--- src/rtl/core/sbl_pkg.sv ---
package sbl_pkg;

   // operation codes carried in the func field
   localparam logic FUNC_INSERT = 1'b0;
   localparam logic FUNC_DELETE = 1'b1;

   // result status codes
   localparam logic [1:0] STATUS_DONE      = 2'd0;
   localparam logic [1:0] STATUS_FULL      = 2'd1;
   localparam logic [1:0] STATUS_NOT_FOUND = 2'd2;

   // request transaction
   typedef struct packed {
      logic              func;
      logic signed [7:0] value;
   } req_type;

   // response transaction
   typedef struct packed {
      logic [1:0] status;
      logic [4:0] entry_count;
      logic       is_empty;
   } rsp_type;

   // control broadcast from the sequencer to every cell
   typedef struct packed {
      logic              latch;
      logic              do_insert;
      logic              do_delete;
      logic signed [7:0] value;
   } cell_ctl_type;

endpackage

--- src/rtl/core/sorted_byte_list_insert_delete_unit.sv ---
// Sorted list of signed bytes, ascending, up to CAPACITY entries.
// Request channel (req_valid/req_ready/req_payload): func selects insert
// (placed in front of the first entry not below the value) or delete (first
// equal entry removed). Response channel (rsp_valid/rsp_ready/rsp_payload):
// one response per request with status, entry count and empty flag.
// Each slot is a cell holding one entry; all cells compare in parallel and
// shift one place toward their neighbor, so the list size does not change
// the timing.
// The edge that takes a request captures the per-cell compare flags; a
// later edge, once the output register is free, merges the match flags,
// shifts the cells and loads the response. No new request is taken until
// the current one has committed.
// A new request may be taken while the previous response is still held;
// if the receiver stalls, that request waits in the evaluate state until the
// output register frees up, and no further request is taken.
// Reset empties the list and drops any pending response; entry contents
// are not cleared, only the per-cell valid bits.
module sorted_byte_list_insert_delete_unit #(
   parameter int CAPACITY = 16
) (
   input  logic             clock,
   input  logic             reset,
   input  logic             req_valid,
   output logic             req_ready,
   input  sbl_pkg::req_type req_payload,
   output logic             rsp_valid,
   input  logic             rsp_ready,
   output sbl_pkg::rsp_type rsp_payload
);

   localparam int CountWidth = $clog2(CAPACITY + 1);

   localparam logic ST_IDLE = 1'b0;
   localparam logic ST_EVAL = 1'b1;

   logic                  state_ff;
   logic                  state_in;
   logic                  func_ff;
   logic                  func_in;
   logic signed [7:0]     value_ff;
   logic signed [7:0]     value_in;
   logic [CountWidth-1:0] count_ff;
   logic [CountWidth-1:0] count_in;
   logic                  rsp_valid_ff;
   logic                  rsp_valid_in;
   sbl_pkg::rsp_type      rsp_payload_ff;
   sbl_pkg::rsp_type      rsp_payload_in;

   logic                  req_take;
   logic                  commit;
   logic                  full;
   logic                  found;
   sbl_pkg::cell_ctl_type ctl;

   logic signed [7:0]     cell_entry [CAPACITY];
   logic [CAPACITY-1:0]   cell_valid;
   logic [CAPACITY-1:0]   cell_ins;
   logic [CAPACITY-1:0]   cell_ge;
   logic [CAPACITY-1:0]   cell_hit;

   assign req_ready = (state_ff == ST_IDLE);
   assign req_take  = req_valid && req_ready;
   // finish only when the output register is free
   assign commit    = (state_ff == ST_EVAL) && (!rsp_valid_ff || rsp_ready);
   assign full      = cell_valid[CAPACITY-1];
   assign found     = |cell_hit;

   // broadcast to the cells
   always_comb begin
      ctl.latch     = req_take;
      ctl.value     = req_take ? req_payload.value : value_ff;
      ctl.do_insert = commit && (func_ff == sbl_pkg::FUNC_INSERT) && !full;
      ctl.do_delete = commit && (func_ff == sbl_pkg::FUNC_DELETE) && found;
   end

   // row of cells, each wired to both neighbors
   for (genvar i = 0; i < CAPACITY; i++) begin : g_cell
      logic signed [7:0] left_entry;
      logic              left_valid;
      logic              left_ins;
      logic              left_ge;
      logic signed [7:0] right_entry;
      logic              right_valid;

      if (i == 0) begin : g_head
         assign left_entry = 8'sd0;
         assign left_valid = 1'b1;
         assign left_ins   = 1'b0;
         assign left_ge    = 1'b0;
      end else begin : g_body
         assign left_entry = cell_entry[i-1];
         assign left_valid = cell_valid[i-1];
         assign left_ins   = cell_ins[i-1];
         assign left_ge    = cell_ge[i-1];
      end

      if (i == CAPACITY - 1) begin : g_tail
         assign right_entry = 8'sd0;
         assign right_valid = 1'b0;
      end else begin : g_inner
         assign right_entry = cell_entry[i+1];
         assign right_valid = cell_valid[i+1];
      end

      sbl_cell u_cell (
         .clock       (clock),
         .reset       (reset),
         .ctl         (ctl),
         .left_entry  (left_entry),
         .left_valid  (left_valid),
         .left_ins    (left_ins),
         .left_ge     (left_ge),
         .right_entry (right_entry),
         .right_valid (right_valid),
         .entry       (cell_entry[i]),
         .valid       (cell_valid[i]),
         .ins         (cell_ins[i]),
         .ge          (cell_ge[i]),
         .hit         (cell_hit[i])
      );
   end

   // sequencer, operation holding registers and entry count
   always_comb begin
      state_in = state_ff;
      func_in  = func_ff;
      value_in = value_ff;
      count_in = count_ff;
      if (req_take) begin
         state_in = ST_EVAL;
         func_in  = req_payload.func;
         value_in = req_payload.value;
      end else if (commit) begin
         state_in = ST_IDLE;
      end
      if (ctl.do_insert) begin
         count_in = count_ff + CountWidth'(1);
      end else if (ctl.do_delete) begin
         count_in = count_ff - CountWidth'(1);
      end
   end

   // response register
   always_comb begin
      rsp_valid_in   = rsp_valid_ff && !rsp_ready;
      rsp_payload_in = rsp_payload_ff;
      if (commit) begin
         rsp_valid_in = 1'b1;
         if (func_ff == sbl_pkg::FUNC_INSERT) begin
            rsp_payload_in.status = full ? sbl_pkg::STATUS_FULL : sbl_pkg::STATUS_DONE;
         end else begin
            rsp_payload_in.status = found ? sbl_pkg::STATUS_DONE
                                          : sbl_pkg::STATUS_NOT_FOUND;
         end
         rsp_payload_in.entry_count = 5'(count_in);
         rsp_payload_in.is_empty    = (count_in == '0);
      end
   end

   always_ff @(posedge clock) begin
      if (reset) begin
         state_ff     <= ST_IDLE;
         count_ff     <= '0;
         rsp_valid_ff <= 1'b0;
      end else begin
         state_ff     <= state_in;
         count_ff     <= count_in;
         rsp_valid_ff <= rsp_valid_in;
      end
   end

   always_ff @(posedge clock) begin
      func_ff        <= func_in;
      value_ff       <= value_in;
      rsp_payload_ff <= rsp_payload_in;
   end

   assign rsp_valid   = rsp_valid_ff;
   assign rsp_payload = rsp_payload_ff;

endmodule

--- src/rtl/core/sbl_cell.sv ---
// One slot of the sorted list. Holds one entry and its valid bit, and
// trades entries with its neighbors when the list opens or closes a gap.
module sbl_cell (
   input  logic                 clock,
   input  logic                 reset,
   input  sbl_pkg::cell_ctl_type ctl,
   input  logic signed [7:0]    left_entry,
   input  logic                 left_valid,
   input  logic                 left_ins,
   input  logic                 left_ge,
   input  logic signed [7:0]    right_entry,
   input  logic                 right_valid,
   output logic signed [7:0]    entry,
   output logic                 valid,
   output logic                 ins,
   output logic                 ge,
   output logic                 hit
);

   logic signed [7:0] entry_ff;
   logic signed [7:0] entry_in;
   logic              valid_ff;
   logic              valid_in;
   logic              ge_ff;
   logic              ge_in;
   logic              eq_ff;
   logic              eq_in;

   // compare flags, captured when the transaction is taken
   always_comb begin
      ge_in = ge_ff;
      eq_in = eq_ff;
      if (ctl.latch) begin
         ge_in = valid_ff && (ctl.value <= entry_ff);
         eq_in = valid_ff && (ctl.value == entry_ff);
      end
   end

   // insert point is the first slot that is empty or not below the value
   assign ins = ge_ff | ~valid_ff;
   assign ge  = ge_ff;
   // first matching slot of the list
   assign hit = eq_ff & ~left_ge;

   // shift right on insert, shift left on delete
   always_comb begin
      entry_in = entry_ff;
      valid_in = valid_ff;
      if (ctl.do_insert && ins) begin
         entry_in = left_ins ? left_entry : ctl.value;
         valid_in = left_valid;
      end else if (ctl.do_delete && ge_ff) begin
         entry_in = right_entry;
         valid_in = right_valid;
      end
   end

   always_ff @(posedge clock) begin
      entry_ff <= entry_in;
      ge_ff    <= ge_in;
      eq_ff    <= eq_in;
   end

   always_ff @(posedge clock) begin
      if (reset) begin
         valid_ff <= 1'b0;
      end else begin
         valid_ff <= valid_in;
      end
   end

   assign entry = entry_ff;
   assign valid = valid_ff;

endmodule

--- config.mk ---
export PLATFORM = sky130hd
export DESIGN_NAME = sorted_byte_list_insert_delete_unit
export DESIGN_NICKNAME = d
export VERILOG_FILES = /design/src/rtl/core/sbl_pkg.sv /design/src/rtl/core/sorted_byte_list_insert_delete_unit.sv /design/src/rtl/core/sbl_cell.sv
export SDC_FILE = /design/constraint.sdc
export NUM_CORES = 1
export LEC_CHECK = 0
export ABC_AREA = 1
export BUFFER_PORTS_ARGS = -buffer_cell sky130_fd_sc_hd__buf_4
export CORE_MARGIN = 3
export CORE_UTILIZATION = 65
export CTS_BUF_LIST = sky130_fd_sc_hd__clkbuf_2 sky130_fd_sc_hd__clkbuf_4 sky130_fd_sc_hd__clkbuf_8
export DETAILED_ROUTE_END_ITERATION = 10
export PLACE_DENSITY = 0.83
export SYNTH_ARGS = -nofsm -noshare
export SYNTH_HDL_FRONTEND = slang
export SYNTH_SLANG_ARGS = --single-unit
--- constraint.sdc ---
create_clock -name clock -period 5.05 [get_ports clock]
set_input_delay 0 -clock clock [delete_from_list [all_inputs] [get_ports clock]]
set_output_delay 0 -clock clock [all_outputs]
set_load 0.01 [all_outputs]
-- After elaboration in Yosys (flattened, before gate mapping)
Cells that the tools add are included.
- input port bits: 13
- word-level logic and storage cells: 352
- register bits after elaboration: 200
- equality and inequality tests: 16
- bitwise logic cells: 64
- add/subtract/negate cells: 2
- multiplexer cells: 88
- reduce and logical (&&, ||, !) cells: 94
- $lt $le $gt $ge: 16
- operator list (kind ; count):
    $mux 8 ; 48
    $eq 8x8->1 ; 16
    $le 8x8->1 ; 16
    $logic_and 1x1->1 ; 71
    $mux 1 ; 36
    $reduce_bool 2->1 ; 17
    $not 1->1 ; 33
    $or 1x1->1 ; 16
    $reduce_or 16->1 ; 1
    $and 1x1->1 ; 15
    $mux 5 ; 2
    $add 5x1->5 const B ; 1
    $logic_not 5->1 ; 1
    $sub 5x1->5 const B ; 1
    $mux 2 ; 2
    $logic_not 1->1 ; 3
    $logic_or 1x1->1 ; 1

-- Depth between registers and ports, before layout
Gate-level depths: netlist of run 1.
- word-level depth: 8
- depth in mapped cells: 16
- depth with buffers taken out: 15

-- Cells and area by module
Synthesis of run 1 repeated with hierarchy kept, for this count alone.
- cell total of the unflattened synthesis: 1867
- area total of the unflattened synthesis: 14380.0 um^2
- modules (own cells, without submodules) (module ; area each (um^2) ; times used ; cells each ; sequential area each (um^2)):
    sbl_cell ; 830.8 ; 16 ; 108 ; 320.3
    sorted_byte_list_insert_delete_unit ; 1087.3 ; 1 ; 139 ; 570.5

-- Worst setup path after synthesis of run 1
Ideal clock, no wire load.
- path kind: register to register
- start point: register state_ff
- end point: register g_cell[11].u_cell.ge_ff, data pin
- setup slack: 1.972 ns
- buffers on the path: 0
- required time: 4.904 ns
- arrival: 2.932 ns
- library setup time: 0.146 ns
- cell stages (with the launch flop): 10
- path through: dfxtp_1 -> nor2_4 -> inv_1 -> o21ai_2 -> clkinv_1 -> ha_1 -> nand4_1 -> nor4_1 -> a21oi_1 -> a21oi_1
- RTL lines (what ; RTL line ; text):
    from (decl) ; sorted_byte_list_insert_delete_unit.sv:36 ; logic state_ff;
    from (signal assigned) ; sorted_byte_list_insert_delete_unit.sv:166 ; state_ff <= state_in;
    to (signal assigned) ; sbl_cell.sv:60 ; ge_ff <= ge_in;
    to (decl) ; sbl_cell.sv:24 ; logic ge_ff;

==> results by group, run 1 <==
Timing
  • Final Critical Period: 3750 ps
  • Fmax: 267 MHz
  • RSZ-0062 raised after global routing: no
  • Setup Viol. Count Final: 0
  • Slew headroom: 17.5%
  • Fin crit share: 74.2%
  • Final hold viol count: 0
  • Slew Limit Fails: 0
  • Clk_skew: 21.7 ps
  • Slew of the pin with the lowest slew margin: 1240 ps
  • Total negative setup slack: 0 ps

Yosys
  • Sequential area share after synthesis: 44.4%
  • Mean Syn Cell Area: 8.33 sq um
  • Post-Syn Instances: 1541
  • Yosys warnings: 0
  • Distinct cells, synth: 35
  • Mapped Area: 12800 sq um
  • Post-synthesis register bit count: 200
  • Synthesized Nets: 1684

Setup path
  • CP max FO: 25
  • Critical Path Sink Type: flip-flop
  • Critical Path Start Type: flip-flop
  • Worst Path Class, Setup: reg2reg
  • CP arrival: 3980 ps
  • Worst R2R Path Depth: 15
  • Crit path required time: 5290 ps

Floorplanning
  • Die area: 21500 sq um
  • I/O pins: 23
  • Starting Density: 67.5%
  • Core Rows: 50
  • Die width: 147 um
  • Core Area: 19000 sq um
  • Die H: 147 um

Route
  • Drc violations: 0
  • DRT Pass-1 Iters: 6
  • Initial DRC Count: 1150
  • Routed Antenna Nets: 0
  • Total wire length: 34.2 mm
  • Routed via count: 11274
  • Avg WL per Cell: 18.6 um
  • Number of vias per cell: 6.11

Cells and area
  • Nets@finish: 1714
  • Final core utilization: 72.4%
  • Commonest non-fill, non-tap cell in the layout: nand2_1
  • # diodes: 0
  • Area Growth Syn to Fin: 7.34%
  • Commonest cells after routing, fill and taps aside: 335 x nand2_1, 245 x inv_1, 176 x o21ai_0
  • Layout cells sized above 1: 6.57%

Pwr
  • Lkg Pwr: 6.00 nW
  • P per Cell Area: 295 nW/um^2
  • Peak VDD IR: 0.190 mV
  • Power, Total: 4.06 mW

Global route
  • Tot GR Track Use: 31.8%
  • Vias in the first global route: 10979
  • Largest net degree at the start of global routing: 32
  • Initial antenna violation count: 0
  • Grt total ovfl: 0
  • Global-route wire length before repair: 54.8 mm

Clock network
  • H-tree levels: 4
  • CTS resizes: 0
  • Clk pin slew, worst setup/hold paths: 120 ps
  • Root buf cell: clkbuf_8
  • Clock latency on the worst-skew pair: 490 ps
  • Deepest clock path buffer count: 2
  • CTS sink cnt: 200
  • Number of buffers added for setup after CTS: 0
  • CTS Buf Count: 17
  • TritonCTS clock tree: yes
  • CTS hold repair buffers: 8

Hold path
  • Worst hold path type: in2reg
  • WHS Path Cells: 3

Placement
  • Port-buffer cells: 22
  • Gpl congestion: 0.907
  • Post-detail-place hpwl: 24.6 mm

Job
  • MaxCap Viol Count: 0

Outcome
  • Status: finished clean
[final timing paths]
path                           from                          to  slack, ps
min                  req_payload[1]  g_cell[15].u_cell.entry[1]         80
max reg2reg                state_ff        g_cell[11].u_cell.ge       1300
max                        state_ff        g_cell[11].u_cell.ge       1300
min reg2reg  g_cell[6].u_cell.valid      g_cell[6].u_cell.valid        500
[cell type report]
class	count	area, sq um
Clock buffer	17	234
Clock inverter	15	175
Fill cell	1433	5250
Inverter	261	980
Multi-Input combinational cell	1044	5990
Sequential cell	200	5700
Tap cell	260	325
Timing Repair Buffer	47	373
[per-layer routing]
metal / part of all wire (%) / up-vias / track usage, %
met3: 9.4 / 109 / 5.43
met4: 4.5 / 0 / 15.5
met2: 46 / 655 / 51.6
met5: 0 / - / 0
li1: - / 5309 / -
met1: 40 / 5201 / 41.7
[Yosys cell counts]
| cell | n | share of area [%] |
|---|---|---|
| o21ai_0 | 176 | 6.9 |
| clkinv_1 | 9 | 0.26 |
| a21boi_0 | 3 | 0.18 |
| nand2_1 | 335 | 9.8 |
| a22oi_1 | 49 | 2.9 |
| nor2_1 | 86 | 2.5 |
| buf_4 | 2 | 0.12 |
| a21boi_1 | 1 | 0.059 |
| dfxtp_1 | 31 | 4.8 |
| o21ai_2 | 5 | 0.34 |
| or2_2 | 9 | 0.44 |
| ha_1 | 130 | 13 |
| nor3_4 | 1 | 0.13 |
| a21oi_1 | 123 | 4.8 |
| buf_2 | 21 | 0.82 |
| nor2_4 | 7 | 0.61 |
| o22ai_1 | 1 | 0.049 |
| nor2_2 | 2 | 0.097 |
| o21ai_1 | 4 | 0.16 |
| xnor2_1 | 1 | 0.068 |
| a21o_1 | 5 | 0.29 |
| o2111ai_1 | 1 | 0.068 |
| inv_2 | 7 | 0.20 |
| nor3_1 | 28 | 1.1 |
| nand3_1 | 25 | 0.98 |
| a31oi_1 | 27 | 1.3 |
| a211oi_1 | 2 | 0.12 |
| nand4_1 | 17 | 0.83 |
| xor2_1 | 1 | 0.068 |
| nor4_1 | 3 | 0.15 |
| o211ai_1 | 1 | 0.059 |
| edfxtp_1 | 169 | 40 |
| clkbuf_1 | 13 | 0.38 |
| inv_1 | 245 | 7.2 |
| nand2_2 | 1 | 0.049 |
[cell families (layout without fill, tap and decap cells)]
family / after synthesis / in the layout / share of synthesized area, %
adders and majority gates: 130 / 130 / 12.7
AOI/OAI and AO/OA: 398 / 398 / 17.2
xor gates and xnor gates: 2 / 2 / 0.137
DFF: 200 / 200 / 44.4
buffers and inverters: 297 / 340 / 8.95
and+or+nand+nor: 514 / 514 / 16.7
[worst max-delay path: stages, from the launching register on]
cell and delay, ps:
dfxtp_1 370, nor2_4 520, inv_1 290, o21ai_0 490, inv_1 440, buf_4 340, ha_1 300, inv_1 50
nor2_1 100, nor2_1 50, o21ai_0 170, nand3_1 100, nand2_1 80, nand2_1 60, nand2_1 60, a21oi_1 50
[sequential cells by signal (all words and copies together), names as in the netlist]
register / cells
g_cell.u_cell.eq_ff: 16
rsp_payload: 8
value_ff: 8
func_ff: 1
rsp_valid: 1
g_cell.u_cell.valid: 16
count_ff: 5
state_ff: 1
g_cell.u_cell.ge: 16
g_cell.u_cell.entry: 128
[report_power, final]
group	total, mW	leakage (nW)	internal, mW	switching (mW)
Combinational	0.999	3.95	0.325	0.673
Sequential	1.98	1.84	1.92	0.0557
Clock	1.08	0.210	0.423	0.662
Total	4.06	6.00	2.67	1.39
[metrics by stage]
step	area [sq um]	worst slack (ps)	instances	hold WS, ps
detailed placement	13300	1360	1804	183
global route	13800	1020	1844	93.6
global placement	13300	1510	1804	182
finish	13800	1300	1844	80.8
floorplan	12800	1970	1541	98.9
CTS	13800	1340	1844	56.3
(Power assumes the default switching activity.)
==> run 2, diff against run 1 <==
Settings changed: CORE_UTILIZATION 65 to 60, PLACE_DENSITY 0.83 to 0.81.
Clock period 5.05 ns to 3.05 ns, I/O delays scaled along.
==> run 2 against run 1 <==
Compared with the run above: worst setup slack worse by 1200 ps; sequential cell count stayed put; first-iteration DRC count is 9.4% higher; via count is 0.15% lower; die area is 8.0% higher; critical path depth is 1 lower; sequential share of layout area is 0.52 points lower; sequential power is 65% higher; total power is 68% higher; routed wire length is 0.76% higher; critical path type unchanged.
==> results by group, run 2 (synthesis results as in run 1) <==
Clock network
  • H-tree levels: 4
  • Clock latency on the worst-skew pair: 480 ps
  • Deepest clock path buffer count: 2
  • CTS Buf Count: 17
  • TritonCTS clock tree: yes
  • Root buf cell: clkbuf_8
  • Clk pin slew, worst setup/hold paths: 110 ps
  • CTS sink cnt: 200

Timing
  • WHS: 28.7 ps
  • Setup Viol. Count Final: 0
  • Slew Limit Fails: 0
  • Total negative setup slack: 0 ps
  • Final hold viol count: 0
  • Clk_skew: 15.6 ps
  • Final Critical Period: 2960 ps
  • Slew of the pin with the lowest slew margin: 1100 ps
  • Fmax: 338 MHz
  • Slew headroom: 26.3%
  • RSZ-0062 raised after global routing: no
  • Final WS setup: 88.5 ps
  • Fin crit share: 97.1%

Floorplanning
  • Die H: 152 um
  • I/O pins: 23
  • Starting Density: 62.2%
  • Die area: 23200 sq um
  • Core Area: 20600 sq um
  • Core Rows: 52
  • Die width: 152 um

Pwr
  • P_int: 4.58 mW
  • Net Sw Frac: 32.7%
  • Comb power frac: 24.6%
  • Peak VDD IR: 0.277 mV
  • Power, Total: 6.81 mW
  • Clock power share: 27.3%
  • Lkg Pwr: 6.10 nW
  • P per Cell Area: 488 nW/um^2
  • Reg power frac: 48.1%
  • Net Sw Power: 2.22 mW

Route
  • Initial DRC Count: 1258
  • Routed via count: 11257
  • Number of vias per cell: 6.01
  • Total wire length: 34.5 mm
  • Drc violations: 0
  • Avg WL per Cell: 18.4 um
  • Routed Antenna Nets: 0
  • DRT Pass-1 Iters: 6

Cells and area
  • Final core utilization: 67.6%
  • Commonest cells after routing, fill and taps aside: 335 x nand2_1, 245 x inv_1, 174 x o21ai_0
  • # diodes: 0
  • Commonest non-fill, non-tap cell in the layout: nand2_1
  • Layout cells sized above 1: 7.87%
  • Nets@finish: 1732
  • Max reg flops: 128
  • Layout Cells excl Fill: 1872
  • Fin area: 13900 sq um
  • Area Growth Syn to Fin: 8.72%

Setup path
  • Delay-heaviest family, CP: buffers and inverters
  • CP max FO: 16
  • CP Buf/Inv Count: 4
  • Crit path required time: 3260 ps
  • Slowest stage delay, CP: 430 ps
  • Reg-to-reg slack, setup: 90 ps
  • CP arrival: 3180 ps
  • Critical Path Start Type: flip-flop
  • Critical Path Sink Type: flip-flop
  • Worst Path Class, Setup: reg2reg
  • Slowest cell on crit path: dfxtp_1
  • Reg2reg end: g_cell[4].u_cell.ge
  • Worst R2R Path Depth: 14
  • Reg2reg start: state_ff
  • Crit path cell chain: nor2_4 -> buf_4 -> or2_2 -> o21ai_1 -> inv_1 -> buf_4 -> ha_1 -> inv_1 -> nor2_1 -> o21ai_0 -> nand2_1 -> a21boi_0 -> o21ai_0 -> a31oi_1

Placement
  • Gpl congestion: 0.907
  • Placed insts: 1833
  • Port-buffer cells: 22
  • Post-detail-place hpwl: 25.7 mm
  • Pre-CTS setup slack: -111 ps
  • Placed Area: 13500 sq um

Global route
  • Tot GR Track Use: 28.8%
  • Largest net degree at the start of global routing: 19
  • Initial antenna violation count: 0
  • Global-route wire length before repair: 53.8 mm
  • Grt total ovfl: 0
  • Vias in the first global route: 10724

Job
  • MaxCap Viol Count: 0

Hold path
  • Min-delay src: req_payload[3]
  • WHS Path Cells: 3
  • Worst hold path type: in2reg
  • Hold endpoint: g_cell[0].u_cell.entry[3]

Outcome
  • Status: finished clean
-- run 2: what timing repair did --
item,4_1_cts,5_1_grt
gates resized for setup,2,1
endpoints found under the hold margin,18,0
endpoints found under the setup margin,5,1
pin swaps,1,0
hold buffers,6,0
buffers inserted,1,0
-- run 2: worst max-delay path by stage --
| stage | end | start | depth (start not counted) |
|---|---|---|---|
| 4_1_cts | g_cell[4].u_cell.ge | state_ff | 14 |
| 2_1_floorplan | g_cell[6].u_cell.ge | state_ff | 10 |
| 3_5_place_dp | g_cell[4].u_cell.ge | state_ff | 13 |
| 3_3_place_gp | g_cell[3].u_cell.ge | state_ff | 10 |
| 6_report | g_cell[4].u_cell.ge | state_ff | 14 |
| 5_1_grt | g_cell[2].u_cell.ge | state_ff | 14 |
-- run 2: routing by layer --
layer	track usage, %	routed length (um)	up-vias
li1	-	-	5331
met1	37.8	13800	5220
met2	46.8	15900	603
met3	5.45	3320	103
met4	13.1	1400	0
met5	0	0	-
-- run 2: layout make-up --
class | instances | area [sq um]
clock buffer | 17 | 234
timing repair buffer | 65 | 515
fill | 1643 | 6680
tap | 270 | 338
multi-input combinational | 1044 | 6000
clock inverter | 15 | 189
inverter | 261 | 981
sequential | 200 | 5700
-- run 2: worst reg2reg max path, delay by kind of cell (launching register included) --
kind / cells / cell delay [ps]
compound gates: 5 / 720
simple gates: 4 / 500
flops: 1 / 430
fa+ha+maj: 1 / 300
buf+inv: 4 / 730
-- run 2: power groups by stage --
stage	sequential, mW	combinational [mW]	clock, mW
after floorplan	3.30	1.11	0
after global placement	3.33	1.53	0
after detailed placement	3.33	1.61	0
after CTS	3.27	1.64	1.86
after global routing	3.29	1.86	1.97
final	3.27	1.68	1.86
==> run 3, diff against run 2 <==
Settings changed: CORE_UTILIZATION 60 to 33, PLACE_DENSITY 0.81 to 0.5.
==> run 3 against run 2 <==
Compared with the run above: count of clock-buffer cells in the layout up 4; largest power group unchanged; combinational power up 2%; worst setup slack better by 250 ps; utilization down 30 points; via count down 4.4%; cell count up 14%; critical path depth up 1; sequential power about the same; routed wire length up 9.5%; non-clock buffer count up 16.
==> results by group, run 3 (synthesis results as in run 1) <==
Outcome
  • Status: finished clean

Clock network
  • Deepest clock path buffer count: 2
  • TritonCTS clock tree: yes
  • Clk pin slew, worst setup/hold paths: 100 ps
  • CTS sink cnt: 200
  • Root buf cell: clkbuf_8
  • Number of buffers added for setup after CTS: 0
  • Clock latency on the worst-skew pair: 490 ps
  • H-tree levels: 4
  • CTS Buf Count: 17

Cells and area
  • Nets@finish: 1748
  • Commonest cells after routing, fill and taps aside: 335 x nand2_1, 245 x inv_1, 176 x o21ai_0
  • Area Growth Syn to Fin: 11.9%
  • Register area: 5700 sq um
  • Filler Cells Inserted: 3995
  • Multi-input gate area: 5990 sq um
  • Layout cells sized above 1: 8.22%
  • Max reg flops: 128
  • Commonest non-fill, non-tap cell in the layout: nand2_1

Route
  • Avg WL per Cell: 17.7 um
  • Total wire length: 37.7 mm
  • Initial DRC Count: 692
  • Routed via count: 10766
  • Routed Antenna Nets: 0
  • Number of vias per cell: 5.05
  • Drc violations: 0
  • DRT Pass-1 Iters: 5

Hold path
  • Worst hold path type: in2reg

Floorplanning
  • Core Rows: 71
  • Die width: 203 um
  • I/O pins: 23
  • Core Area: 38000 sq um
  • Starting Density: 33.7%
  • Die area: 41300 sq um
  • Die H: 203 um

Setup path
  • Worst Setup EP: g_cell[11].u_cell.ge
  • CP startpoint: state_ff
  • Worst Path Class, Setup: reg2reg
  • Reg2reg start: state_ff
  • Critical Path Start Type: flip-flop
  • CP arrival: 2950 ps
  • CP Buf/Inv Count: 4
  • Worst R2R Path Depth: 15
  • Crit path cell chain: nor2_4 -> inv_1 -> o21ai_0 -> inv_1 -> buf_12 -> ha_1 -> inv_1 -> nor2_1 -> nor2_1 -> o21ai_0 -> nand3_1 -> nand2_1 -> nand2_1 -> nand2_1 -> a21oi_1
  • CP max FO: 23
  • Critical Path Sink Type: flip-flop
  • Crit path required time: 3290 ps
  • Reg2reg end: g_cell[11].u_cell.ge
  • Slowest cell on crit path: dfxtp_1
  • Slowest stage delay, CP: 360 ps
  • Critical path depth: 15
  • Delay-heaviest family, CP: simple AND/OR/NAND/NOR gates
  • Reg-to-reg slack, setup: 340 ps

Placement
  • Gpl congestion: 0.829
  • Post-detail-place hpwl: 28.8 mm
  • Port-buffer cells: 22

Timing
  • Fmax: 369 MHz
  • Final Critical Period: 2710 ps
  • Clk_skew: 26.3 ps
  • Slew headroom: 29.0%
  • Final hold viol count: 0
  • Setup Viol. Count Final: 0
  • WHS: 24.7 ps
  • Slew Limit Fails: 0
  • RSZ-0062 raised after global routing: no
  • Fin crit share: 88.9%
  • Slew of the pin with the lowest slew margin: 1060 ps
  • Total negative setup slack: 0 ps

Global route
  • Largest net degree at the start of global routing: 24
  • Global-route wire length before repair: 59.3 mm
  • Vias in the first global route: 10559
  • Tot GR Track Use: 18.3%
  • Initial antenna violation count: 0
  • Grt total ovfl: 0

Pwr
  • P per Cell Area: 463 nW/um^2
  • Lkg Pwr: 6.16 nW
  • Peak VDD IR: 0.230 mV

Job
  • MaxCap Viol Count: 0
-- run 3: cell type report --
cell class	count	area share, %
Multi-Input combinational cell	1044	41.7
Sequential cell	200	39.7
Clock buffer	21	1.88
Timing Repair Buffer	81	4.83
Inverter	261	6.83
Tap cell	511	4.45
Clock inverter	11	0.575
Antenna cell	1	0.0174
-- run 3: worst min path at each step --
stage,from,end,slack (ps),cells past startpoint
floorplan,req_payload[8],func_ff,100,0
global placement,req_payload[8],func_ff,180,1
detailed placement,req_payload[8],func_ff,180,1
CTS,req_payload[6],value_ff[6],0.3,4
global route,req_payload[6],value_ff[6],30,4
finish,req_payload[6],value_ff[6],20,4
-- run 3: worst reg2reg max path, cell delays in order (launching register included) --
cell,delay [ps]
dfxtp_1,360
nor2_4,240
inv_1,220
o21ai_0,340
inv_1,150
buf_12,200
ha_1,290
inv_1,50
nor2_1,90
nor2_1,50
o21ai_0,180
nand3_1,90
nand2_1,70
nand2_1,50
nand2_1,50
a21oi_1,50
-- run 3: what timing repair did --
item	CTS	global route
hold endpoints to repair	22	0
hold buffers	9	0
resized for setup	0	0
-- run 3: per-stage QoR --
stage / power, mW / instances / cell area, sq um / util, % / setup slack, ps
6_report: 6.65 / 2130 / 14400 / 37.8 / 339
2_1_floorplan: 4.41 / 1541 / 12800 / - / 73.2
3_5_place_dp: 5.04 / 2088 / 13900 / 36.6 / 349
4_1_cts: 6.70 / 2129 / 14400 / 37.7 / 342
3_3_place_gp: 5.01 / 2088 / 13900 / 36.6 / 442
5_1_grt: 7.06 / 2129 / 14400 / 37.7 / 41.7
-- run 3: power by group --
group          internal, mW  switching (mW)
Clock                 0.681           0.976
Sequential             3.18          0.0953
Combinational         0.605            1.11
Total                  4.47            2.18
-- run 3: layer usage --
| metal | wire length (um) | part of all wire, % | vias to the layer above | global-route usage (%) |
|---|---|---|---|---|
| met5 | 0 | 0 | - | 0 |
| met4 | 499 | 1.3 | 0 | 4.15 |
| met3 | 1410 | 3.7 | 36 | 2.17 |
| met2 | 17400 | 46 | 224 | 30.2 |
| met1 | 18400 | 49 | 5134 | 26.0 |
| li1 | - | - | 5372 | - |
